--- config.mk ---
export PLATFORM = sky130hd
export DESIGN_NAME = mrg_mulfold
export DESIGN_NICKNAME = d
export VERILOG_FILES = /design/src/rtl/mrg_pkg.sv /design/src/rtl/mrg_mulfold.sv
export SDC_FILE = /design/constraint.sdc
export NUM_CORES = 2
export LEC_CHECK = 0
export CELL_PAD_IN_SITES_DETAIL_PLACEMENT = 1
export CELL_PAD_IN_SITES_GLOBAL_PLACEMENT = 1
export CORE_UTILIZATION = 58
export DETAILED_ROUTE_END_ITERATION = 6
export DONT_BUFFER_PORTS = 1
export PLACE_DENSITY = 0.95
export REMOVE_ABC_BUFFERS = 1
export SYNTH_ARGS = -nofsm -noshare
export SYNTH_HDL_FRONTEND = slang
export SYNTH_SLANG_ARGS = --single-unit
--- constraint.sdc ---
create_clock -name i_clk -period 15.1 [get_ports i_clk]
set_input_delay 3.02 -clock i_clk [delete_from_list [all_inputs] [get_ports i_clk]]
set_output_delay 3.02 -clock i_clk [all_outputs]
set_load 0.01 [all_outputs]
--- src/rtl/mrg_pkg.sv ---
// Package for the MRG-1597-2 random stream block.
// Holds recurrence multipliers, modulus, item mode codes and default sizes.
// No dependencies.
`timescale 1ns / 1ps

package mrg_pkg;

    localparam int WORD_W    = 31;
    localparam int DATA_W    = 32;
    localparam int MODE_W    = 2;
    localparam int PROD_W    = 2 * WORD_W;
    localparam int DEF_ORDER = 1597;

    typedef logic [WORD_W-1:0] t_word;
    typedef logic [PROD_W-1:0] t_prod;
    typedef logic [MODE_W-1:0] t_mode;

    localparam t_word MOD_M31 = 31'h7FFF_FFFF;
    localparam t_word MUL_NEW = 31'd1057217510;
    localparam t_word MUL_OLD = 31'd1066409146;

    localparam t_mode MODE_RAW = 2'd0;
    localparam t_mode MODE_SAN = 2'd1;
    localparam t_mode MODE_GEN = 2'd2;

    typedef struct packed {
        logic       push;
        logic [1:0] count;
    } t_q_stat;

endpackage

--- src/rtl/mrg_mulfold.sv ---
// Multiply stage and Mersenne fold for the recurrence step.
// Registers both products, then adds, folds at bit 31 and subtracts once.
// Depends on mrg_pkg.
`timescale 1ns / 1ps

module mrg_mulfold
    import mrg_pkg::*;
(
    input  logic  i_clk,
    input  logic  i_en,
    input  t_word i_newest,
    input  t_word i_oldest,
    output t_word o_value
);

    t_prod                r_p_new;
    t_prod                r_p_old;
    logic [PROD_W:0]      sum;
    logic [WORD_W+1:0]    fold;
    logic [WORD_W+1:0]    fold_sub;

    always_ff @(posedge i_clk) begin
        if (i_en) begin
            r_p_new <= PROD_W'(i_newest) * PROD_W'(MUL_NEW);
            r_p_old <= PROD_W'(i_oldest) * PROD_W'(MUL_OLD);
        end
    end

    always_comb begin
        sum      = {1'b0, r_p_new} + {1'b0, r_p_old};
        fold     = (WORD_W+2)'(sum[WORD_W-1:0]) + (WORD_W+2)'(sum[PROD_W:WORD_W]);
        fold_sub = fold - (WORD_W+2)'(MOD_M31);
        o_value  = (fold >= (WORD_W+2)'(MOD_M31)) ? fold_sub[WORD_W-1:0]
                                                  : fold[WORD_W-1:0];
    end

endmodule

# Word-level counts from Yosys, hierarchy flattened
# Index checks and enable logic that the tools add are counted.
[op_classes]
n_addsub = 3
mul = 2
order_cmp = 1
mux = 1
[op_table]
columns = ["cell", "count"]
rows = [
  ["$mul A31 B29 Y60 const B", 2],
  ["$add A61 B61 Y62", 1],
  ["$add A31 B31 Y32", 1],
  ["$ge A32 B31 Y1 const B", 1],
  ["$mux W31", 1],
  ["$sub A31 B31 Y31 const B", 1],
]
[word_totals]
register_bits = 120
in_bits = 64
output_inout_bits = 31

# Logic depth before layout (Yosys ltp)
[depth]
word_depth = 4
depth_mapped = 29

# Worst setup path after synthesis
# No wires, ideal clock.
[synth_timing]
path_kind = "input to register"
startpoint = "in i_newest[17]"
endpoint = "reg r_p_new[54], data pin"
setup_ps = 135
t_arrival_ps = 10089
t_required_ps = 14965
slack_ps = 4876
stages = 26
cell_sequence = "inv_1 fa_1 inv_1 fa_1 fa_1 inv_1 fa_1 inv_1 fa_1 fa_1 fa_1 inv_1 fa_1 inv_1 ha_1 a21o_1 a31oi_1 a21bo_1 a221oi_2 o2111ai_1 o31a_1 a41o_1 or2_1 a41o_4 a2111o_1 nand3_1"
[synth_between]
elab_chain_len = 1
[synth_rtl]
columns = ["element", "line_no", "source"]
rows = [
  ["start: declaration", "mrg_mulfold.sv:11", "input t_word i_newest,"],
  ["$mul A31 B29 Y60", "mrg_mulfold.sv:24", "r_p_new <= PROD_W'(i_newest) * PROD_W'(MUL_NEW);"],
  ["end signal: assignment", "mrg_mulfold.sv:24", ""],
  ["end: declaration", "mrg_mulfold.sv:16", "t_prod r_p_new;"],
]
# No other way between the ends.
# A chain may end at the register's enable or synchronous reset.

# Final worst setup path
[layout_timing]
startpoint = "reg r_p_old[1]"
endpoint = "out o_value[29]"
[layout_between]
elab_chain_len = 4
[layout_rtl]
columns = ["element", "line_no", "source"]
rows = [
  ["start: declaration", "mrg_mulfold.sv:17", "t_prod r_p_old;"],
  ["start signal: assignment", "mrg_mulfold.sv:25", "r_p_old <= PROD_W'(i_oldest) * PROD_W'(MUL_OLD);"],
  ["$add A61 B61 Y62 *", "mrg_mulfold.sv:30", "sum = {1'b0, r_p_new} + {1'b0, r_p_old};"],
  ["$add A31 B31 Y32 *", "mrg_mulfold.sv:31", "fold = (WORD_W+2)'(sum[WORD_W-1:0]) + (WORD_W+2)'(sum[PROD_W:WORD_W]);"],
  ["$sub A31 B31 Y31 or $ge A32 B31 Y1 (tied branches)", "mrg_mulfold.sv:32, mrg_mulfold.sv:33", ""],
  ["$mux W31 *", "mrg_mulfold.sv:33", "o_value = (fold >= (WORD_W+2)'(MOD_M31)) ? fold_sub[WORD_W-1:0]"],
  ["end: declaration", "mrg_mulfold.sv:13", "output t_word o_value"],
]
# Every way passes the cells marked *; elsewhere a longest branch is shown, timed or not.

==> impl_metrics.yaml <==
status:
  status: "complete, but fails checks"
  failed_checks: "design-rule violations, max-capacitance violations"
grt:
  grt_remaining_overflow: 0
  grt_first_pass_wirelength_um: 278000
  grt_pass1_vias: 41500
  antenna_found_initial: 16
  track_usage_pct: 55.2
  grt_max_degree: 121
finish:
  synthToLayoutAreaGrowth_pct: 3.78
  final_nets: 5654
  stdcell_area_sq_um: 42100
  drive_above_1_share_pct: 1.74
synthesis:
  async_flop_share_pct: 0
  yosysWarnings: 0
  syn-instance-count: 4146
  ys_ff_latch: 120
  synthMuxAreaShare_pct: 0.179
  synth_compound_area_share_pct: 10.7
  ys_types: 92
  synthFlopType: "edfxtp_1"
  syn_area_sq_um: 40600
  synth-seq-area-share_pct: 8.88
  synth-edff-count: 120
  synth_adder_area_share_pct: 58.0
  synth-simple-area-share_pct: 6.56
  synthXorXnorAreaFrac_pct: 5.01
  synth.avg_cell_area_sq_um: 9.78
  synth_top_family_by_area: "adder cells"
route:
  wl_per_cell_um: 37.3
  drt_iter0_drc: 5368
  vias: 37000
  ant_nets: 0
  drc: 143
  wl_um: 189000
  drtPass1Iterations: 7
  vias_per_cell: 7.29
clock_network:
  cts.path.max_buffers: 2
  hold_buffers: 0
  cts.htree.levels: 4
  cts_sinks: 120
  post-cts-setup-buffers: 0
  clk_pin_slew_worst_paths_ns: 0.07
  cts_buffers: 17
  cts_root_buffer: "clkbuf_16"
  post_cts_resize_count: 0
  cts_tree: "built"
setup_path:
  cp-start-kind: "register"
  path_class: "register to output pin"
  slowest_delay_ns: 1.09
  worst_ep_arrival_time_ns: 10.15
  critPathBufInv: 1
  cpMaxStageDelayCell: "xnor2_1"
  crit_path_end_kind: "output pin"
  crit_top_cell: "a21o_1"
  crit_family: "compound AO/OA/AOI/OAI gates"
  crit_fanout: 30
  critPathRequiredTime_ns: 12.08
hold_path:
  min_to: "r_p_old[2]"
  min_path_cells: 0
  worst_hold_path_type: "input port to register"
  hold_path.startpoint: "i_oldest[1]"
place:
  post_dp_cell_area_sq_um: 41500
  dp_hpwl_um: 132000
  place_ws_ns: 3.78
  port_buffers: 0
  place_congestion: 1.02
die:
  start_util_pct: 58.8
  die_w_um: 266
  die_h_um: 266
  rows: 96
  dieArea_sq_um: 71000
  pin_count: 95
  core_region_area_sq_um: 68900
sta:
  setup_tns_ns: 0
  post-route-period-util_pct: 87.2
  rsz0062_at_grt: "false"
  whs_ns: 2.63
  setup_viol: 0
  fin_ws_ns: 1.93
  drv_slew: 0
  max_clock_freq_mhz: 75.9
  hold_viol: 0
  worst_slew_pin_slew_ns: 1.47
  min_period_ns: 13.17
  max-slew-margin-rel_pct: 0.838
job:
  max_cap_violations: 1
## cells by family (layout without fill, tap and decap cells)
family | Yosys count | count (layout)
AOI/OAI and AO/OA | 652 | 652
xor gates and xnor gates | 231 | 231
adders and majority gates | 1471 | 1471
buffers and inverters | 1143 | 1129
DFF | 120 | 120
muxes | 7 | 7
other | 0 | 8
and+or+nand+nor | 522 | 522
## per-stage QoR
stage               util (%)  cells
floorplan                  -   4099
global placement        60.2   5030
detailed placement      60.2   5030
CTS                     61.0   5062
global route            61.0   5064
finish                  61.1   5071
## state kept, by name (all words and copies together) (netlist names)
| signal | count |
|---|---|
| r_p_old | 60 |
| r_p_new | 60 |
## cells in the final DEF (no fill, tap or decap), drive strengths merged, types with 13 or more instances in the layout
master,netlist,final
inv,1096,1097
ha,787,787
fa,684,684
a21oi,212,212
xnor2,166,166
a21o,132,132
nor2,124,124
edfxtp,120,120
nand2,118,118
o21ai,85,85
xor2,65,65
nand4,52,52
nand3,49,49
o21bai,35,35
and3,32,32
nor3,27,27
a31oi,25,25
a211oi,24,24
nor2b,22,22
o21a,20,20
and2,20,20
clkbuf,35,18
o211ai,16,16
nand2b,13,13
nor4,13,13
## routing by layer
metal / vias up / GRT usage (%) / share of wire (%)
met5: - / 6.58 / 0.34
met4: 30 / 50.6 / 12
met3: 1897 / 32.8 / 15
met2: 3794 / 79.1 / 42
met1: 17800 / 55.4 / 31
li1: 13400 / - / -
## synthesized netlist by cell type (all sizes together), types with 6 or more instances
| cell type | number | share of area, % |
|---|---|---|
| a21oi | 212 | 2.6 |
| or3 | 11 | 0.17 |
| a221oi | 8 | 0.19 |
| xnor2 | 166 | 3.6 |
| o21bai | 35 | 0.65 |
| xor2 | 65 | 1.4 |
| nand2b | 13 | 0.20 |
| a41oi | 6 | 0.13 |
| and2 | 20 | 0.31 |
| and4 | 9 | 0.19 |
| or2 | 11 | 0.17 |
| fa | 684 | 34 |
| o21a | 20 | 0.37 |
| and3 | 32 | 0.51 |
| o211ai | 16 | 0.30 |
| a211o | 8 | 0.17 |
| inv | 1096 | 10 |
| a31oi | 25 | 0.39 |
| nand4 | 52 | 0.80 |
| nor2 | 124 | 1.1 |
| o21ai | 85 | 1.0 |
| o31ai | 9 | 0.17 |
| clkbuf | 35 | 0.32 |
| nand2 | 118 | 1.1 |
| edfxtp | 120 | 8.9 |
| a21o | 132 | 2.4 |
| nand3 | 49 | 0.60 |
| ha | 787 | 24 |
| nor3 | 27 | 0.33 |
| a31o | 8 | 0.17 |
| nor2b | 22 | 0.34 |
| buf | 12 | 0.22 |
| a211oi | 24 | 0.49 |
| nor4 | 13 | 0.25 |
| a21boi | 7 | 0.13 |
## layout make-up
class	instances	area (sq um)
Fill cell	7646	26800
Antenna cell	8	20.0
Multi-Input combinational cell	2883	32600
Timing Repair Buffer	1	5.00
Sequential cell	120	3600
Inverter	1096	4110
Clock buffer	17	425
Tap cell	931	1160
Clock inverter	15	131
## worst max path at each step
stage,startpoint,slack [ns],cells past startpoint,to
after global placement,i_oldest[9],4.15,24,r_p_old[60]
after global routing,r_p_new[3],1.91,24,o_value[29]
final,r_p_old[1],1.93,26,o_value[29]
after CTS,r_p_new[3],3.17,24,o_value[29]
after floorplan,i_newest[17],4.88,26,r_p_new[54]
after detailed placement,i_newest[18],3.78,26,r_p_new[54]
Power is left out: the tool's default activity adds up to more than one toggle a clock period on the data nets, which glitch-free logic cannot reach.
