[src/rtl/mrg_pkg.sv]
// Package for the MRG-1597-2 random stream block.
// Holds recurrence multipliers, modulus, item mode codes and default sizes.
// No dependencies.
`timescale 1ns / 1ps

package mrg_pkg;

    localparam int WORD_W    = 31;
    localparam int DATA_W    = 32;
    localparam int MODE_W    = 2;
    localparam int PROD_W    = 2 * WORD_W;
    localparam int DEF_ORDER = 1597;

    typedef logic [WORD_W-1:0] t_word;
    typedef logic [PROD_W-1:0] t_prod;
    typedef logic [MODE_W-1:0] t_mode;

    localparam t_word MOD_M31 = 31'h7FFF_FFFF;
    localparam t_word MUL_NEW = 31'd1057217510;
    localparam t_word MUL_OLD = 31'd1066409146;

    localparam t_mode MODE_RAW = 2'd0;
    localparam t_mode MODE_SAN = 2'd1;
    localparam t_mode MODE_GEN = 2'd2;

    typedef struct packed {
        logic       push;
        logic [1:0] count;
    } t_q_stat;

endpackage

[src/rtl/mrg_outq.sv]
// Two-entry result queue in front of the master-side stream.
// Reports its fill count so the input side can reserve a slot.
// Depends on mrg_pkg.
`timescale 1ns / 1ps

module mrg_outq
    import mrg_pkg::*;
(
    input  logic              i_clk,
    input  logic              i_rst_n,
    input  logic              i_push,
    input  logic [DATA_W-1:0] i_data,
    output t_q_stat           o_stat,
    output logic              o_tvalid,
    input  logic              i_tready,
    output logic [DATA_W-1:0] o_tdata
);

    logic [DATA_W-1:0] r_d0;
    logic [DATA_W-1:0] r_d1;
    logic [1:0]        r_cnt;
    logic [1:0]        n_cnt;
    logic              pop;

    assign pop   = (r_cnt != 2'd0) && i_tready;
    assign n_cnt = r_cnt + 2'(i_push) - 2'(pop);

    always_ff @(posedge i_clk) begin
        if (!i_rst_n) begin
            r_cnt <= 2'd0;
        end else begin
            r_cnt <= n_cnt;
        end
    end

    always_ff @(posedge i_clk) begin
        if (pop) begin
            r_d0 <= (r_cnt == 2'd2) ? r_d1 : i_data;
        end else if (r_cnt == 2'd0) begin
            r_d0 <= i_data;
        end
        if (i_push && (((r_cnt == 2'd1) && !pop) || ((r_cnt == 2'd2) && pop))) begin
            r_d1 <= i_data;
        end
    end

    assign o_tvalid     = (r_cnt != 2'd0);
    assign o_tdata      = r_d0;
    assign o_stat.push  = i_push;
    assign o_stat.count = r_cnt;

endmodule

[config.mk]
export PLATFORM = sky130hd
export DESIGN_NAME = mrg_outq
export DESIGN_NICKNAME = d
export VERILOG_FILES = /design/src/rtl/mrg_pkg.sv /design/src/rtl/mrg_outq.sv
export SDC_FILE = /design/constraint.sdc
export NUM_CORES = 1
export LEC_CHECK = 0
export BUFFER_PORTS_ARGS = -buffer_cell sky130_fd_sc_hd__clkbuf_2
export CAP_MARGIN = 30
export CORE_MARGIN = 1.5
export CORE_UTILIZATION = 25
export CTS_CLUSTER_SIZE = 14
export DETAILED_ROUTE_END_ITERATION = 7
export PLACE_DENSITY = 0.44
export SYNTH_ARGS = -nofsm -noshare
export SYNTH_HDL_FRONTEND = slang
export SYNTH_SLANG_ARGS = --single-unit
[constraint.sdc]
create_clock -name i_clk -period 2.69 [get_ports i_clk]
set_input_delay 0.538 -clock i_clk [delete_from_list [all_inputs] [get_ports i_clk]]
set_output_delay 0.538 -clock i_clk [all_outputs]
set_load 0.02 [all_outputs]
======== After elaboration in Yosys (flattened, before gate mapping) ========
Cells that the tools add are included.
word-level totals
  register bits ........................... 66
  latch bits .............................. 0
  memory bits (writable) .................. 0
  bits in read-only memories .............. 0
  bits of input ports ..................... 36
  output and inout bits ................... 36
  word-level logic and storage cells ...... 19
  memories ................................ 0
cells by class
  add/sub/neg operators ................... 2
  $mul .................................... 0
  div/mod/pow operators ................... 0
  order comparisons ....................... 0
  equality and inequality tests ........... 2
  shift-type cells ........................ 0
  multiplexer cells ....................... 3
  bitwise logic cells ..................... 0
  reductions and logical operators ........ 9
operators by type and width
  cell                  number
  $mux W32              3
  $logic_and A1 B1 Y1   4
  $reduce_bool A2 Y1    2
  $add A2 B1 Y2         1
  $eq A2 B1 Y1 const B  1
  $eq A2 B2 Y1 const B  1
  $logic_not A2 Y1      1
  $sub A2 B1 Y2         1
  $logic_not A1 Y1      1
  $logic_or A1 B1 Y1    1

======== Logic depth before layout (Yosys ltp) ========
  word-level depth ........................ 6
  depth in mapped cells ................... 6
  gate-level depth less buffers ........... 5

======== Worst setup path after synthesis ========
No wires, ideal clock.
  kind .................................... register to register
  from .................................... register r_cnt[1]
  to ...................................... register r_d1[0], enable pin
  setup time .............................. 0.392 ns
  arrival time ............................ 1.727 ns
  setup slack ............................. 0.571 ns
  cell stages (with the launch flop) ...... 5
  buffers on the path ..................... 1
  cell sequence ........................... dfxtp_1 nand3b_4 buf_6 o21ai_0 and2_1
on the way
  word-level cells in the longest chain between the ends .. 6
  elaborated cells on any way between the ends .. 9
RTL lines
  item                    RTL line        RTL
  start, declared         mrg_outq.sv:21  logic [1:0] r_cnt;
  start signal, assigned  mrg_outq.sv:32  r_cnt <= n_cnt;
  $reduce_bool A2 Y1      mrg_outq.sv:25  assign pop = (r_cnt != 2'd0) && i_tready;
  $logic_and A1 B1 Y1     mrg_outq.sv:25
  $logic_not A1 Y1        mrg_outq.sv:42  if (i_push && (((r_cnt == 2'd1) && !pop) || ((r_cnt == 2'd2) && pop))) begin
  $logic_and A1 B1 Y1     mrg_outq.sv:42
  $logic_or A1 B1 Y1 *    mrg_outq.sv:42
  $logic_and A1 B1 Y1 *   mrg_outq.sv:42
  end signal, assigned    mrg_outq.sv:43  r_d1 <= i_data;
  end, declared           mrg_outq.sv:20  logic [DATA_W-1:0] r_d1;
Mark *: on every way between the ends. The rest lies on a longest branch, timed or not.
A chain may end at the register's enable or synchronous reset.

======== Worst setup path in the final report ========
  from .................................... register r_cnt[1]
  to ...................................... register r_d1[3], enable pin
Same word-level chain as after synthesis.

==> impl_metrics.py <==
metrics = {
    "min_path": {
        "hold_class": "input pin to register",
        "worstHoldStart": "i_data[23]",
        "hold_path_depth": 1,
        "holdPathEnd": "r_d1[23]$_DFFE_PP_",
    },
    "sta": {
        "tns_ns": 0,
        "tightestPinTransition_ns": 0.828,
        "hold_violations": 0,
        "timing.hold.ws_ns": 0.393,
        "setup_violations": 0,
        "rsz0062_at_grt": "false",
        "fin_crit_sh_pct": 66.4,
        "finalMaxSlewViolations": 0,
        "clock.fmax_ghz": 0.560,
        "period_needed_ns": 1.79,
        "slew_headroom_pct": 44.6,
        "skew_ns": 0.0111,
    },
    "power": {
        "clock_power_share_pct": 38.7,
        "irDropWorstVdd_v": 0.000265,
        "internal_power_mw": 1.82,
        "netSwitchingPower_mw": 0.536,
        "switching_share_pct": 22.8,
        "power.density_mw_per_mm2": 714,
        "power.leakage_nw": 1.41,
        "pwr-share-comb_pct": 9.6,
        "pwr-share-seq_pct": 51.7,
        "power.total_mw": 2.35,
    },
    "clock_network": {
        "numCtsBuffers": 9,
        "cts_tree": "done",
        "clock_sinks": 66,
        "holdBufCountCts": 0,
        "postCtsSetupBuffers": 0,
        "htreeDepth": 3,
        "ctsResizeCount": 0,
        "clk_pin_slew_ns": 0.08,
        "clk_latency_ns": 0.34,
        "clock_path_buffers": 2,
        "clock-root-buffer": "clkbuf_8",
    },
    "synthesis": {
        "ys_ff_latch": 66,
        "ys_warn_count": 0,
        "synth_area_mm2": 0.00257,
        "synth_fp_nets": 153,
        "seq_area_frac_synth_pct": 76.4,
        "ys_types": 15,
        "synthCells": 116,
        "avgSynthCellArea_um2": 22.1,
    },
    "detailed_routing": {
        "wl_per_cell_um": 14.0,
        "drc_errors": 0,
        "drt-total-wl_um": 4680,
        "routed_via_density": 3.81,
        "drt-initial-drc-count": 16,
        "dr.pass1.iters": 3,
        "dr_total_vias": 1272,
        "ant_nets": 0,
    },
    "cells_and_area": {
        "antenna_cells": 0,
        "area_growth_pct": 28.4,
        "layoutNonFillerInstCount": 334,
        "drive_gt1_share_pct": 61.2,
        "design_area_mm2": 0.00330,
        "layout.nets": 233,
        "fill_cells": 967,
    },
    "placement": {
        "gp_congestion": 0.641,
        "place_inst": 318,
        "dpl_cell_area_mm2": 0.00308,
        "io_buffers": 71,
        "hpwl_um": 3170,
    },
    "grt": {
        "grt_pass1_wl_um": 7040,
        "antenna_found_initial": 0,
        "grt_overflow_total": 0,
        "grt_use_total_pct": 9.00,
        "grt_pass1_vias": 1313,
        "grt_max_degree": 33,
    },
    "setup_path": {
        "worstPathRequired_ns": 2.73,
        "slowest_stage": "dfxtp_1",
        "worstSetupPathType": "register to register",
        "end_kind": "register",
        "r2r_slack_ns": 0.90,
        "cpPeakStageDelay_ns": 0.43,
        "crit_arrival_ns": 1.83,
        "reg2reg_depth": 4,
        "rr_endpoint": "r_d1[3]$_DFFE_PP_",
        "worstSetupStartpointType": "register",
        "r2r_start": "r_cnt[1]$_SDFF_PN0_",
        "crit_chain": "nand3b_4 -> o21ai_0 -> and2_2 -> buf_12",
        "crit_fanout": 19,
    },
    "die": {
        "start_util_pct": 26.0,
        "io_pins": 72,
        "fp.dieW_um": 104,
        "dieHeight_um": 104,
        "die-area_mm2": 0.0109,
        "rows": 36,
        "coreArea_mm2": 0.00986,
    },
    "job": {
        "maxCapViolCount": 0,
    },
    "outcome": {
        "status": "completed",
    },
}
synthesized netlist by cell type:
library cell	instances	area share (%)
nand3b_4	1	0.78
buf_4	1	0.29
inv_1	1	0.15
mux2_4	28	16
and2_1	2	0.49
nand2_1	3	0.44
mux2i_1	1	0.39
nand2b_1	2	0.49
or2_2	1	0.24
dfxtp_1	2	1.6
o21ai_0	2	0.39
buf_6	3	1.3
edfxtp_1	64	75
mux2_2	4	1.8
ha_1	1	0.49
routing by layer:
metal  track usage [%]  part of all wire, %
met1              11.5                   47
met2              12.7                   44
met3              3.07                  5.4
met4              6.25                  2.9
met5                 0                    0
power by group through the flow:
| stage | Clock [mW] | Combinational, mW | Sequential, mW |
|---|---|---|---|
| floorplan | 0 | 0.0751 | 1.30 |
| global placement | 0 | 0.230 | 1.24 |
| detailed placement | 0 | 0.231 | 1.24 |
| CTS | 0.941 | 0.232 | 1.22 |
| global route | 0.977 | 0.243 | 1.22 |
| finish | 0.912 | 0.226 | 1.22 |
flip-flops by register name, summed over array words and instances, names as in the netlist:
name	flops
o_tdata	32
r_cnt	2
r_d1	32
through the flow:
| step | setup WS (ns) | util (%) |
|---|---|---|
| 2_1_floorplan | 0.571 | - |
| 3_3_place_gp | 0.659 | 31.2 |
| 3_5_place_dp | 0.639 | 31.2 |
| 4_1_cts | 0.838 | 33.4 |
| 5_1_grt | 0.759 | 33.4 |
| 6_report | 0.905 | 33.4 |
worst max-delay path: cells and delay by family, from the launching register on:
| kind | cells | cell delay [ns] |
|---|---|---|
| flip-flops | 1 | 0.43 |
| buffers and inverters | 1 | 0.22 |
| AO/OA/AOI/OAI | 1 | 0.15 |
| AND/OR/NAND/NOR | 2 | 0.68 |
how the worst max path moves through the flow:
stage | start | to | slack (ns) | cells past startpoint
floorplan | r_cnt[1]$_SDFF_PN0_ | r_d1[0]$_DFFE_PP_ | 0.57 | 4
global placement | i_tready | r_d1[15]$_DFFE_PP_ | 0.66 | 5
detailed placement | i_tready | r_d1[22]$_DFFE_PP_ | 0.64 | 5
CTS | r_cnt[1]$_SDFF_PN0_ | r_d1[3]$_DFFE_PP_ | 0.84 | 4
global route | r_cnt[1]$_SDFF_PN0_ | r_d1[3]$_DFFE_PP_ | 0.76 | 4
finish | r_cnt[1]$_SDFF_PN0_ | r_d1[3]$_DFFE_PP_ | 0.90 | 4
placed cells by master, fill, tap and decap left out:
| cell | Yosys | final |
|---|---|---|
| dfxtp_1 | 2 | 2 |
| mux2_4 | 28 | 28 |
| mux2i_1 | 1 | 1 |
| o21ai_0 | 2 | 2 |
| mux2_2 | 4 | 4 |
| buf_12 | 0 | 1 |
| clkbuf_8 | 0 | 9 |
| clkbuf_2 | 0 | 71 |
| ha_1 | 1 | 1 |
| nand2b_1 | 2 | 2 |
| clkbuf_1 | 0 | 1 |
| clkinvlp_4 | 0 | 1 |
| buf_4 | 1 | 1 |
| nand2_2 | 0 | 1 |
| edfxtp_1 | 64 | 64 |
| inv_1 | 1 | 1 |
| and2_2 | 0 | 1 |
| and2_1 | 2 | 1 |
| inv_6 | 0 | 2 |
| nand2_1 | 3 | 2 |
| clkinv_1 | 0 | 1 |
| bufinv_16 | 0 | 2 |
| nand3b_4 | 1 | 1 |
| or2_2 | 1 | 1 |
cells by family after synthesis:
kind of cell,synth area share [%]
DFF,76.4
buffers and inverters,1.75
AOI/OAI and AO/OA,0.390
and+or+nand+nor,2.44
muxes,18.5
adders and majority gates,0.487
layout make-up:
type | instances | area, um2 | share of cell area (%)
clock inverters | 6 | 88.8 | 2.70
clock buffers | 10 | 128 | 3.87
repair buffers | 73 | 383 | 11.6
inverters | 1 | 3.75 | 0.114
multi-input cells | 45 | 564 | 17.1
flip-flops and latches | 66 | 1960 | 59.5
well taps | 133 | 166 | 5.05
No activity file was read; power rests on OpenSTA's default activity.
